## config.mk

```make
export PLATFORM = sky130hd
export DESIGN_NAME = cascaded_attitude_pid_axis_core
export DESIGN_NICKNAME = d
export VERILOG_FILES = /design/src/hw/rtl/cap_pkg.sv /design/src/hw/rtl/cap_regs.sv /design/src/hw/rtl/cap_ctrl.sv /design/src/hw/rtl/cap_dp.sv /design/src/hw/rtl/cascaded_attitude_pid_axis_core.sv
export SDC_FILE = /design/constraint.sdc
export NUM_CORES = 2
export LEC_CHECK = 0
export ABC_CLOCK_PERIOD_IN_PS = 28500
export BUFFER_PORTS_ARGS = -buffer_cell sky130_fd_sc_hd__buf_2
export CORE_ASPECT_RATIO = 0.5
export CORE_MARGIN = 4
export CORE_UTILIZATION = 65
export DETAILED_ROUTE_END_ITERATION = 12
export PLACE_DENSITY = 0.88
export SLEW_MARGIN = 25
export SYNTH_ARGS = -nofsm -noshare
export SYNTH_HDL_FRONTEND = slang
export SYNTH_SLANG_ARGS = --single-unit
```

## constraint.sdc

```tcl
create_clock -name clk -period 28.5 [get_ports clk]
set_input_delay 4.275 -clock clk [delete_from_list [all_inputs] [get_ports clk]]
set_output_delay 4.275 -clock clk [all_outputs]
set_load 0.02 [all_outputs]
```

## src/hw/rtl/cap_pkg.sv

```systemverilog
// Shared types and constants for the cascaded attitude PID axis core.
// Used by the register bank, the controller and the datapath; no dependencies.
package cap_pkg;

  localparam int SIG_W   = 24;   // Q7.16 signal and gain width
  localparam int LIM_W   = 23;   // unsigned limit register width
  localparam int SUM_W   = 32;   // integrator width
  localparam int MUL_B_W = 32;   // wide operand of the shared multiplier
  localparam int PROD_W  = SIG_W + MUL_B_W;
  localparam int ACC_W   = 60;
  localparam int FRAC_W  = 16;
  localparam int IDX_W   = 4;

  typedef enum logic [IDX_W-1:0] {
    REG_ANGLE_LIMIT   = 4'd0,
    REG_ANGLE_P_GAIN  = 4'd1,
    REG_ANGLE_FF_GAIN = 4'd2,
    REG_RATE_LIMIT    = 4'd3,
    REG_RATE_P_GAIN   = 4'd4,
    REG_RATE_I_GAIN   = 4'd5,
    REG_RATE_D_GAIN   = 4'd6,
    REG_RATE_FF_GAIN  = 4'd7
  } reg_idx_t;

  localparam logic [LIM_W-1:0] RST_ANGLE_LIMIT   = 23'd40023;
  localparam logic [SIG_W-1:0] RST_ANGLE_P_GAIN  = 24'd367002;
  localparam logic [SIG_W-1:0] RST_ANGLE_FF_GAIN = 24'd6554;
  localparam logic [LIM_W-1:0] RST_RATE_LIMIT    = 23'd251648;
  localparam logic [SIG_W-1:0] RST_RATE_P_GAIN   = 24'd9830;
  localparam logic [SIG_W-1:0] RST_RATE_I_GAIN   = 24'd7;
  localparam logic [SIG_W-1:0] RST_RATE_D_GAIN   = 24'd7;
  localparam logic [SIG_W-1:0] RST_RATE_FF_GAIN  = 24'd32768;

  typedef struct packed {
    logic        [LIM_W-1:0] angle_limit;
    logic signed [SIG_W-1:0] angle_p_gain;
    logic signed [SIG_W-1:0] angle_ff_gain;
    logic        [LIM_W-1:0] rate_limit;
    logic signed [SIG_W-1:0] rate_p_gain;
    logic signed [SIG_W-1:0] rate_i_gain;
    logic signed [SIG_W-1:0] rate_d_gain;
    logic signed [SIG_W-1:0] rate_ff_gain;
  } cfg_regs_t;

  typedef enum logic [2:0] {
    MUL_ANGLE_P  = 3'd0,
    MUL_ANGLE_FF = 3'd1,
    MUL_RATE_P   = 3'd2,
    MUL_RATE_I   = 3'd3,
    MUL_RATE_D   = 3'd4,
    MUL_RATE_FF  = 3'd5
  } mul_sel_t;

  typedef enum logic [1:0] {
    ACC_HOLD = 2'd0,
    ACC_LOAD = 2'd1,
    ACC_ADD  = 2'd2
  } acc_op_t;

  typedef struct packed {
    logic     capture;
    mul_sel_t mul_sel;
    acc_op_t  acc_op;
    logic     dr_load;
    logic     err_load;
    logic     integ_load;
    logic     out_load;
  } dp_cmd_t;

  typedef struct packed {
    logic out_busy;
  } dp_status_t;

endpackage

```

## src/hw/rtl/cap_regs.sv

```systemverilog
// Configuration register bank for the attitude PID axis core.
// Depends on cap_pkg for the register index codes, reset values and cfg_regs_t.
module cap_regs
  import cap_pkg::*;
(
  input  logic                 clk,
  input  logic                 rst,
  input  logic                 cfg_valid,
  output logic                 cfg_ready,
  input  logic [IDX_W-1:0]     cfg_index,
  input  logic [SIG_W-1:0]     cfg_data,
  output cfg_regs_t            cfg
);

  assign cfg_ready = 1'b1;

  always_ff @(posedge clk) begin
    if (rst) begin
      cfg.angle_limit   <= RST_ANGLE_LIMIT;
      cfg.angle_p_gain  <= RST_ANGLE_P_GAIN;
      cfg.angle_ff_gain <= RST_ANGLE_FF_GAIN;
      cfg.rate_limit    <= RST_RATE_LIMIT;
      cfg.rate_p_gain   <= RST_RATE_P_GAIN;
      cfg.rate_i_gain   <= RST_RATE_I_GAIN;
      cfg.rate_d_gain   <= RST_RATE_D_GAIN;
      cfg.rate_ff_gain  <= RST_RATE_FF_GAIN;
    end else if (cfg_valid && cfg_ready) begin
      // Indexes past the last register are dropped.
      unique case (reg_idx_t'(cfg_index))
        REG_ANGLE_LIMIT:   cfg.angle_limit   <= cfg_data[LIM_W-1:0];
        REG_ANGLE_P_GAIN:  cfg.angle_p_gain  <= cfg_data;
        REG_ANGLE_FF_GAIN: cfg.angle_ff_gain <= cfg_data;
        REG_RATE_LIMIT:    cfg.rate_limit    <= cfg_data[LIM_W-1:0];
        REG_RATE_P_GAIN:   cfg.rate_p_gain   <= cfg_data;
        REG_RATE_I_GAIN:   cfg.rate_i_gain   <= cfg_data;
        REG_RATE_D_GAIN:   cfg.rate_d_gain   <= cfg_data;
        REG_RATE_FF_GAIN:  cfg.rate_ff_gain  <= cfg_data;
        default: ;
      endcase
    end
  end

endmodule

```

## src/hw/rtl/cap_ctrl.sv

```systemverilog
// Sequencing state machine for the attitude PID axis core.
// Depends on cap_pkg for the command and status structs it exchanges with cap_dp.
module cap_ctrl
  import cap_pkg::*;
(
  input  logic       clk,
  input  logic       rst,
  input  logic       in_valid,
  output logic       in_ready,
  input  dp_status_t status,
  output dp_cmd_t    cmd
);

  typedef enum logic [11:0] {
    ST_IDLE      = 12'b0000_0000_0001,
    ST_OUTER_P   = 12'b0000_0000_0010,
    ST_OUTER_FF  = 12'b0000_0000_0100,
    ST_OUTER_SUM = 12'b0000_0000_1000,
    ST_RATE      = 12'b0000_0001_0000,
    ST_ERROR     = 12'b0000_0010_0000,
    ST_INNER_P   = 12'b0000_0100_0000,
    ST_INNER_I   = 12'b0000_1000_0000,
    ST_INNER_D   = 12'b0001_0000_0000,
    ST_INNER_FF  = 12'b0010_0000_0000,
    ST_INNER_SUM = 12'b0100_0000_0000,
    ST_RESULT    = 12'b1000_0000_0000
  } state_t;

  state_t state, state_next;

  assign in_ready = (state == ST_IDLE);

  always_ff @(posedge clk) begin
    if (rst) begin
      state <= ST_IDLE;
    end else begin
      state <= state_next;
    end
  end

  always_comb begin
    state_next     = state;
    cmd            = '0;
    cmd.mul_sel    = MUL_ANGLE_P;
    cmd.acc_op     = ACC_HOLD;
    unique case (state)
      ST_IDLE: begin
        cmd.capture = in_valid;
        if (in_valid) state_next = ST_OUTER_P;
      end
      ST_OUTER_P: begin
        cmd.mul_sel = MUL_ANGLE_P;
        state_next  = ST_OUTER_FF;
      end
      ST_OUTER_FF: begin
        cmd.mul_sel = MUL_ANGLE_FF;
        cmd.acc_op  = ACC_LOAD;
        state_next  = ST_OUTER_SUM;
      end
      ST_OUTER_SUM: begin
        cmd.acc_op = ACC_ADD;
        state_next = ST_RATE;
      end
      ST_RATE: begin
        cmd.dr_load = 1'b1;
        state_next  = ST_ERROR;
      end
      ST_ERROR: begin
        cmd.err_load = 1'b1;
        state_next   = ST_INNER_P;
      end
      ST_INNER_P: begin
        cmd.mul_sel    = MUL_RATE_P;
        cmd.integ_load = 1'b1;
        state_next     = ST_INNER_I;
      end
      ST_INNER_I: begin
        cmd.mul_sel = MUL_RATE_I;
        cmd.acc_op  = ACC_LOAD;
        state_next  = ST_INNER_D;
      end
      ST_INNER_D: begin
        cmd.mul_sel = MUL_RATE_D;
        cmd.acc_op  = ACC_ADD;
        state_next  = ST_INNER_FF;
      end
      ST_INNER_FF: begin
        cmd.mul_sel = MUL_RATE_FF;
        cmd.acc_op  = ACC_ADD;
        state_next  = ST_INNER_SUM;
      end
      ST_INNER_SUM: begin
        cmd.acc_op = ACC_ADD;
        state_next = ST_RESULT;
      end
      ST_RESULT: begin
        // Hold here until the output register has room.
        if (!status.out_busy) begin
          cmd.out_load = 1'b1;
          state_next   = ST_IDLE;
        end
      end
      default: state_next = ST_IDLE;
    endcase
  end

endmodule

```

## src/hw/rtl/cap_dp.sv

```systemverilog
// Datapath for the attitude PID axis core: operand registers, one shared
// multiplier, accumulator, saturation logic and output register. Depends on cap_pkg.
module cap_dp
  import cap_pkg::*;
(
  input  logic                    clk,
  input  logic                    rst,
  input  cfg_regs_t               cfg,
  input  dp_cmd_t                 cmd,
  output dp_status_t              status,
  input  logic signed [SIG_W-1:0] desired_angle,
  input  logic signed [SIG_W-1:0] measured_angle,
  input  logic signed [SIG_W-1:0] measured_rate,
  output logic                    out_valid,
  input  logic                    out_ready,
  output logic signed [SIG_W-1:0] drive_value
);

  localparam int SHR_W = ACC_W - FRAC_W;
  localparam logic signed [SHR_W-1:0] SHR_S24_MIN = {{(SHR_W-SIG_W+1){1'b1}}, {(SIG_W-1){1'b0}}};
  localparam logic signed [SHR_W-1:0] SHR_S24_MAX = {{(SHR_W-SIG_W+1){1'b0}}, {(SIG_W-1){1'b1}}};
  localparam logic signed [SIG_W-1:0] S24_MIN = {1'b1, {(SIG_W-1){1'b0}}};
  localparam logic signed [SIG_W-1:0] S24_MAX = {1'b0, {(SIG_W-1){1'b1}}};
  localparam logic signed [SUM_W-1:0] S32_MIN = {1'b1, {(SUM_W-1){1'b0}}};
  localparam logic signed [SUM_W-1:0] S32_MAX = {1'b0, {(SUM_W-1){1'b1}}};

  logic signed [SIG_W-1:0]   da;
  logic signed [SIG_W-1:0]   ma;
  logic signed [SIG_W-1:0]   mr;
  logic signed [SIG_W-1:0]   dr;
  logic signed [SIG_W-1:0]   err;
  logic signed [SIG_W:0]     err_diff;
  logic signed [SUM_W-1:0]   rate_error_sum;
  logic signed [SIG_W-1:0]   last_rate_error;
  logic signed [PROD_W-1:0]  prod;
  logic signed [ACC_W-1:0]   acc;

  logic signed [SIG_W-1:0]   da_clamped;
  logic signed [SIG_W:0]     angle_err;
  logic signed [SIG_W-1:0]   mul_a;
  logic signed [MUL_B_W-1:0] mul_b;
  logic signed [ACC_W-1:0]   prod_ext;
  logic signed [SHR_W-1:0]   acc_shr;
  logic signed [SIG_W-1:0]   dr_value;
  logic signed [SIG_W:0]     err_raw;
  logic signed [SIG_W-1:0]   err_value;
  logic signed [SUM_W:0]     sum_raw;
  logic signed [SUM_W-1:0]   sum_value;
  logic signed [SIG_W-1:0]   out_value;

  assign status.out_busy = out_valid && !out_ready;

  // Desired angle has an upper clamp only.
  assign da_clamped = (desired_angle > $signed({1'b0, cfg.angle_limit}))
                    ? $signed({1'b0, cfg.angle_limit}) : desired_angle;

  assign angle_err = {da[SIG_W-1], da} - {ma[SIG_W-1], ma};

  always_comb begin
    mul_a = cfg.angle_p_gain;
    mul_b = MUL_B_W'(angle_err);
    case (cmd.mul_sel)
      MUL_ANGLE_P: begin
        mul_a = cfg.angle_p_gain;
        mul_b = MUL_B_W'(angle_err);
      end
      MUL_ANGLE_FF: begin
        mul_a = cfg.angle_ff_gain;
        mul_b = MUL_B_W'(da);
      end
      MUL_RATE_P: begin
        mul_a = cfg.rate_p_gain;
        mul_b = MUL_B_W'(err);
      end
      MUL_RATE_I: begin
        mul_a = cfg.rate_i_gain;
        mul_b = rate_error_sum;
      end
      MUL_RATE_D: begin
        mul_a = cfg.rate_d_gain;
        mul_b = MUL_B_W'(err_diff);
      end
      MUL_RATE_FF: begin
        mul_a = cfg.rate_ff_gain;
        mul_b = MUL_B_W'(dr);
      end
      default: ;
    endcase
  end

  assign prod_ext = ACC_W'(prod);

  // The arithmetic shift of the accumulator is a floor division by 2^16.
  assign acc_shr = acc[ACC_W-1:FRAC_W];

  always_comb begin
    if (acc_shr > $signed({{(SHR_W-LIM_W){1'b0}}, cfg.rate_limit})) begin
      dr_value = $signed({1'b0, cfg.rate_limit});
    end else if (acc_shr < SHR_S24_MIN) begin
      dr_value = S24_MIN;
    end else begin
      dr_value = acc_shr[SIG_W-1:0];
    end
  end

  assign err_raw = {dr[SIG_W-1], dr} - {mr[SIG_W-1], mr};
  always_comb begin
    if (err_raw[SIG_W] != err_raw[SIG_W-1]) begin
      err_value = err_raw[SIG_W] ? S24_MIN : S24_MAX;
    end else begin
      err_value = err_raw[SIG_W-1:0];
    end
  end

  assign sum_raw = {rate_error_sum[SUM_W-1], rate_error_sum} + (SUM_W+1)'(err);
  always_comb begin
    if (sum_raw[SUM_W] != sum_raw[SUM_W-1]) begin
      sum_value = sum_raw[SUM_W] ? S32_MIN : S32_MAX;
    end else begin
      sum_value = sum_raw[SUM_W-1:0];
    end
  end

  always_comb begin
    if (acc_shr > SHR_S24_MAX) begin
      out_value = S24_MAX;
    end else if (acc_shr < SHR_S24_MIN) begin
      out_value = S24_MIN;
    end else begin
      out_value = acc_shr[SIG_W-1:0];
    end
  end

  // Payload registers.
  always_ff @(posedge clk) begin
    prod <= mul_a * mul_b;
    if (cmd.capture) begin
      da <= da_clamped;
      ma <= measured_angle;
      mr <= measured_rate;
    end
    case (cmd.acc_op)
      ACC_LOAD: acc <= prod_ext;
      ACC_ADD:  acc <= acc + prod_ext;
      default:  ;
    endcase
    if (cmd.dr_load)    dr       <= dr_value;
    if (cmd.err_load)   err      <= err_value;
    if (cmd.integ_load) err_diff <= {err[SIG_W-1], err} - {last_rate_error[SIG_W-1], last_rate_error};
    if (cmd.out_load)   drive_value <= out_value;
  end

  // Controller state carried from sample to sample, and the output flag.
  always_ff @(posedge clk) begin
    if (rst) begin
      rate_error_sum  <= '0;
      last_rate_error <= '0;
      out_valid       <= 1'b0;
    end else begin
      if (cmd.integ_load) begin
        rate_error_sum  <= sum_value;
        last_rate_error <= err;
      end
      if (cmd.out_load) begin
        out_valid <= 1'b1;
      end else if (out_ready) begin
        out_valid <= 1'b0;
      end
    end
  end

endmodule

```

## src/hw/rtl/cascaded_attitude_pid_axis_core.sv

```systemverilog
// Top level of one attitude axis of a cascaded P / PID attitude controller.
// Instantiates cap_regs, cap_ctrl and cap_dp; depends on cap_pkg.
//
//   Channel  Direction  Handshake             Payload
//   in       sink       in_valid / in_ready   desired_angle, measured_angle, measured_rate
//   out      source     out_valid / out_ready drive_value
//   cfg      sink       cfg_valid / cfg_ready cfg_index (4 bits), cfg_data (24 bits)
//
// Each input steps the controller through its states in order: the result is
// loaded into the output register in the last state, and the next input is
// taken once the controller is idle again. The shared 24 x 32 multiplier serves
// the six gain products in turn; clamp, error and integrator steps lie between.
// Synchronous active-high reset restores the register defaults and clears the
// integrator, the previous rate error and the output valid flag.
// A stalled output holds its value; one further input may be accepted and
// worked on meanwhile, and its result waits in the last step for the slot.
//
// Sample flow: the desired angle is clamped from above, the outer stage forms
// the desired rate from a P term and an angle feedforward term, clamps it from
// above and saturates it to 24 bits. The inner stage forms the saturated rate
// error, updates the saturating 32-bit integrator, and sums P, I, D and rate
// feedforward products at full precision before a floor shift by 16 and a
// saturation to 24 bits. Configuration writes are always accepted; writes to
// indexes beyond the last register are dropped.
module cascaded_attitude_pid_axis_core
  import cap_pkg::*;
(
  input  logic                    clk,
  input  logic                    rst,
  input  logic                    in_valid,
  output logic                    in_ready,
  input  logic signed [SIG_W-1:0] desired_angle,
  input  logic signed [SIG_W-1:0] measured_angle,
  input  logic signed [SIG_W-1:0] measured_rate,
  output logic                    out_valid,
  input  logic                    out_ready,
  output logic signed [SIG_W-1:0] drive_value,
  input  logic                    cfg_valid,
  output logic                    cfg_ready,
  input  logic [IDX_W-1:0]        cfg_index,
  input  logic [SIG_W-1:0]        cfg_data
);

  cfg_regs_t  cfg;
  dp_cmd_t    cmd;
  dp_status_t status;

  // Register bank written through the configuration channel.
  cap_regs u_regs (
    .clk       (clk),
    .rst       (rst),
    .cfg_valid (cfg_valid),
    .cfg_ready (cfg_ready),
    .cfg_index (cfg_index),
    .cfg_data  (cfg_data),
    .cfg       (cfg)
  );

  // The controller steps through the sample and issues one command word a cycle.
  cap_ctrl u_ctrl (
    .clk      (clk),
    .rst      (rst),
    .in_valid (in_valid),
    .in_ready (in_ready),
    .status   (status),
    .cmd      (cmd)
  );

  // The datapath holds the operands, the shared multiplier and the state.
  cap_dp u_dp (
    .clk            (clk),
    .rst            (rst),
    .cfg            (cfg),
    .cmd            (cmd),
    .status         (status),
    .desired_angle  (desired_angle),
    .measured_angle (measured_angle),
    .measured_rate  (measured_rate),
    .out_valid      (out_valid),
    .out_ready      (out_ready),
    .drive_value    (drive_value)
  );

endmodule

```

# Word level (Yosys, flattened, before mapping)

Cells that the tools add are included.

Muxes and demuxes: 23
Multipliers: 1
$lt $le $gt $ge: 4
Shifts and indexed selects: 0
Eq/ne operators: 30
Divide/modulo/power cells: 0
Bitwise operators: 0
Reductions and logical operators: 16
Add/sub/neg operators: 5

Operators with widths:

| operator             | number |
|---|---|
| $pmux 32 s5          | 1 |
| $pmux 12 s12         | 1 |
| $pmux 24 s5          | 1 |
| $pmux 60 s2          | 1 |
| $sub 24x24->25       | 3 |
| $mux 24              | 3 |
| $mux 32              | 2 |
| $add 60x56->60       | 1 |
| $mul 24x32->56       | 1 |
| $mux 23              | 2 |
| $gt 44x24->1         | 1 |
| $gt 44x24->1 const B | 1 |
| $lt 44x24->1 const B | 1 |
| $add 32x24->33       | 1 |
| $gt 24x24->1         | 1 |
| $mux 12              | 2 |
| $reduce_and 2->1     | 9 |
| $eq 4x3->1 const B   | 4 |
| $pmux 3 s5           | 1 |
| $eq 12x1->1 const B  | 1 |
| $eq 12x10->1 const B | 1 |
| $eq 12x11->1 const B | 1 |
| $eq 12x12->1 const B | 1 |
| $eq 12x2->1 const B  | 1 |
| 24 further kinds     | 37 |

Input bits: 105
Logic and storage cells: 102
Memory bits (writable): 0
Latch bits: 0
Flip-flop bits (word level): 544
Output and inout port bits: 27
Memories kept: 0
Bits in read-only memories: 0

# Depth between registers and ports, before layout

Depth after elaboration: 5
Mapped depth: 42
Gate-level depth less buffers: 40

# Hierarchy

From an unflattened synthesis, not the netlist that was laid out.

Cells, all modules: 6396
Area total of the unflattened synthesis: 59158.0 µm²

By module, submodules not included:

| module   | instances | area an instance (µm²) | seq. area each (µm²) | cells an instance |
|---|---|---|---|---|
| cap_dp   | 1         | 50978.9                | 9138.8               | 5620 |
| cap_regs | 1         | 7425.9                 | 3803.6               | 683 |
| cap_ctrl | 1         | 753.2                  | 240.2                | 93 |

# Worst setup path after synthesis

No wires, ideal clock.

Path kind: register -> register
Start point: register u_dp.da[0]
End point: register u_dp.prod[55]
Required time: 28428 ps
Setup slack: 19201 ps
Arrival: 9227 ps
Library setup time: 72 ps
Stages on the path, launching flop included: 36
Clock period less this slack: 9299 ps
Path buffers: 2
Path through: edfxtp_1 -> inv_1 -> ha_1 -> inv_1 -> fa_1 -> a21o_1 -> a21oi_1 -> o21a_1 -> o21ai_0 -> a31oi_1 -> a211o_1 -> o21ba_2 -> nor2_2 -> nand2_1 -> clkbuf_1 -> nand2_1 -> fa_1 -> fa_1 -> fa_1 -> inv_1 -> fa_1 -> fa_1 -> fa_1 -> inv_1 -> fa_1 -> inv_1 -> ha_1 -> clkbuf_1 -> a21oi_1 -> nor2b_1 -> o21ai_0 -> nand2b_1 -> a2111oi_0 -> o21ai_1 -> a221oi_1 -> xnor2_1

Longest elaborated chain between the ends: 3

RTL lines:

| item                   | line          | RTL |
|---|---|---|
| start, declared        | cap_dp.sv:27  | `logic signed [SIG_W-1:0] da;` |
| start signal, assigned | cap_dp.sv:138 | `da <= da_clamped;` |
| $sub 24x24->25         | cap_dp.sv:57  | `assign angle_err = {da[SIG_W-1], da} - {ma[SIG_W-1], ma};` |
| $pmux 32 s5 *          | cap_dp.sv:62  | `case (cmd.mul_sel)` |
| $mul 24x32->56 *       | cap_dp.sv:136 | `prod <= mul_a * mul_b;` |
| end signal, assigned   | cap_dp.sv:136 |  |
| end, declared          | cap_dp.sv:35  | `logic signed [PROD_W-1:0] prod;` |

Mark *: on every way between the ends. The rest lies on a longest branch, timed or not.
A chain may end at the register's enable or synchronous reset.

# Final worst setup path

Start point: register u_ctrl.state[3]
End point: register u_dp.prod[54]

Longest elaborated chain between the ends: 5
Elaborated cells on any way between the ends: 14
Those cells by class: mul: 1; eq/ne: 10; mux: 3

RTL lines:

| item                                       | line           | RTL |
|---|---|---|
| start, declared                            | cap_ctrl.sv:29 | `state_t state, state_next;` |
| start signal, assigned                     | cap_ctrl.sv:37 | `state <= state_next;` |
| $eq 12x10->1, or another cell as far along | cap_ctrl.sv:46 | `unique case (state)` |
| $pmux 3 s5 *                               | cap_ctrl.sv:46 |  |
| $eq 3x3->1, or another cell as far along   | cap_dp.sv:62   |  |
| $pmux 24 s5 or $pmux 32 s5 (tied branches) | cap_dp.sv:62   |  |
| $mul 24x32->56 *                           | cap_dp.sv:136  |  |

Marks and branches as above.

==> metrics.md <==
| Metric | Value |
|---|---|
| Status | `complete, no violations` |
| Routability congestion estimate | `1.08` |
| Die height | `220 um` |
| DP Wirelength | `approximately 160000 um` |
| Worst-Skew Late Latency | `between 0.6 and 0.7 ns` |
| Die W | `431 um` |
| Top-count cell post-synth | `inv_1` |
| Distinct cell type count after synthesis | `~100` |
| TNS Setup | `0 ns` |
| Synth top cells by count | `1042 x inv_1, 961 x nand2_1, 788 x fa_1` |
| Synthesized area | `0.0582 mm^2` |
| Routed vias | `49400` |
| WP data arrival | `12.21 ns` |
| Hold Crit Class | `register to register` |
| Slowest stage cell, crit path | `fa_1` |
| Max Cap Viol | `0` |
| Gate count after technology mapping | `between 6000 and 7000` |
| Clock root cell | `clkbuf_16` |
| H-tree lvl count | `2` |
| Remaining DRCs | `0` |
| Top cells by area, synth | `fa_1 27%, edfxtp_1 12%, dfxtp_1 11%` |
| # fillers | `6896` |
| Antenna Nets Post-Route | `0` |
| Final Setup Violations | `0` |
| Final Hold Vio Count | `0` |
| Initial core utilization | `65.7%` |
| Ys async rst share | `0%` |
| Clk sinks | `around 540` |
| Worst setup SP type | `register` |
| CTS resizes | `0` |
| Layout cell share with drive strength beyond 1 | `7.60%` |
| Grt ovf | `0` |
| Multi-input logic area | `~0.04 mm^2` |
| Max Slew Vio Count | `0` |
| DIE AREA | `around 0.095 mm^2` |
| Critical path required time | `29.07 ns` |
| Worst-Margin Slew | `1.25 ns` |
| DRT iter0 DRCs | `6084` |
| Initial antenna violation count | `20` |
| # rows | `77` |
| Top_reg_cell synth | `dfxtp_1` |
| Post-synth EDFFs | `229` |
| WL final | `206000 um` |
| Area grow syn2layout | `5.60%` |
| Synth top area share | `27.1%` |
| Crit-path max FO | `47` |
| Ys Warns | `0` |
| Net Count, Synth | `7764` |
| Synth Register Bits | `544` |
| Io pins | `132` |
| Post-route setup slack | `16.86 ns` |
| Register Area | `0.0132 mm^2` |
| Port Buffer Count | `130` |
| Fmax | `~86 MHz` |
| Clock-pin slew on the worst setup and hold paths | `0.07 ns` |
| Synth area leader | `fa_1` |
| Final #Nets | `slightly below 8000` |
| Setup Crit Path Kind | `register to register` |
| Core area | `0.0885 mm^2` |
| CTS max path bufs | `3` |
| Sequential fraction of the synthesis area | `22.6%` |
| Delay of the slowest critical-path stage | `1.02 ns` |
| Post-CTS Setup Bufs | `0` |
| Largest net degree at the start of global routing | `107` |
| Rel. slew slack | `between 10% and 20%` |
| Vias per cell | `between 6 and 7` |
| Post-cts hold buffer count | `0` |
| First-pass GRT wire length | `between 300000 and 400000 um` |
| Syn Area/Cell | `8.94 um^2` |
| Num CTS Buffers | `50` |
| RSZ-0062 raised after global routing | `false` |
| TritonRoute pass-1 iters | `7` |
| CP most frequent cell | `fa_1` |
| Vias in the first global route | `between 40000 and 50000` |
| Final Critical Period | `11.64 ns` |
| Period utilization | `40.8%` |
| GRT Overall Usage | `43.8%` |
| TritonCTS clock tree | `built` |
| Final Skew | `0.0221 ns` |
| Dpl ws | `approximately 17 ns` |
| DP Area | `0.0597 mm^2` |
| Crit. End Element | `register` |
| DR WL/cell | `between 20 and 30 um` |
| Cell area after layout | `0.0615 mm^2` |
-- per-layer routing --
| metal | wire length [um] | part of all wire, % | track usage [%] |
|---|---|---|---|
| met5 | 413 | 0.20 | 1.74 |
| met4 | 12100 | 5.9 | 20.3 |
| met3 | 34200 | 17 | 20.9 |
| met2 | 83500 | 41 | 63.0 |
| met1 | 75400 | 37 | 55.8 |
-- final cells by class --
| cell class | instances | share of cell area [%] |
|---|---|---|
| clock buffer | 62 | 2.16 |
| multi-input combinational | 4596 | 64.7 |
| clock inverter | 31 | 0.550 |
| tap | 1185 | 2.41 |
| antenna | 7 | 0.0285 |
| timing repair buffer | 222 | 2.30 |
| inverter | 1044 | 6.38 |
| sequential | 544 | 21.4 |
-- layout by cell type (no fill, tap or decap), types with 85 or more instances in the layout --
cell type	Yosys	final
ha_1	360	359
buf_4	11	85
a21o_1	136	136
nand2_1	961	960
nor2_1	511	503
mux2_2	96	96
xnor2_1	113	112
inv_1	1042	1041
buf_2	112	129
dfxtp_1	315	315
o21ai_0	178	178
fa_1	788	788
edfxtp_1	229	229
a21oi_1	393	392
-- worst paths after layout --
path	cells past startpoint	from	endpoint	slack [ns]
setup reg to reg	33	u_ctrl.state[3]	u_dp.prod[54]	16.86
hold reg to reg	2	u_regs.cfg[125]	u_regs.cfg[125]	0.46
setup / recovery	33	u_ctrl.state[3]	u_dp.prod[54]	16.86
hold / removal	2	u_regs.cfg[125]	u_regs.cfg[125]	0.46
-- state kept, by name, indices dropped and copies added, names as in the netlist, 25 cells and up --
signal / flops
u_dp.acc: 60
u_dp.err_diff: 25
u_dp.rate_error_sum: 32
u_dp.prod: 56
u_regs.cfg: 190
-- per-stage QoR --
| step | hold slack [ns] | cells | utilization, % |
|---|---|---|---|
| floorplan | 0.436 | 6511 | - |
| global placement | 0.441 | 7584 | 67.4 |
| detailed placement | 0.447 | 7588 | 67.4 |
| CTS | 0.455 | 7681 | 69.3 |
| global route | 0.472 | 7685 | 69.4 |
| finish | 0.457 | 7691 | 69.4 |
-- critical path, delay by kind of cell (launching register included) --
family	cells	cell delay, ns
fa+ha+maj	8	4.63
simple gates	10	3.22
compound gates	9	1.67
buf+inv	5	1.48
flops	1	0.36
xor+xnor	1	0.13
-- cell families (layout without fill, tap and decap cells) --
family | count (synthesis) | count (layout) | share of synthesized area (%)
compound gates | 1144 | 1144 | 12.8
xor+xnor | 187 | 187 | 2.81
fa+ha+maj | 1178 | 1178 | 35.4
buf+inv | 1371 | 1359 | 9.27
flops | 544 | 544 | 22.6
mux | 103 | 103 | 2.02
other cells | 1 | 8 | 0.00644
simple gates | 1983 | 1983 | 15.0
Power is left out: the tool's default activity adds up to more than one toggle a clock period on the data nets, which glitch-free logic cannot reach.
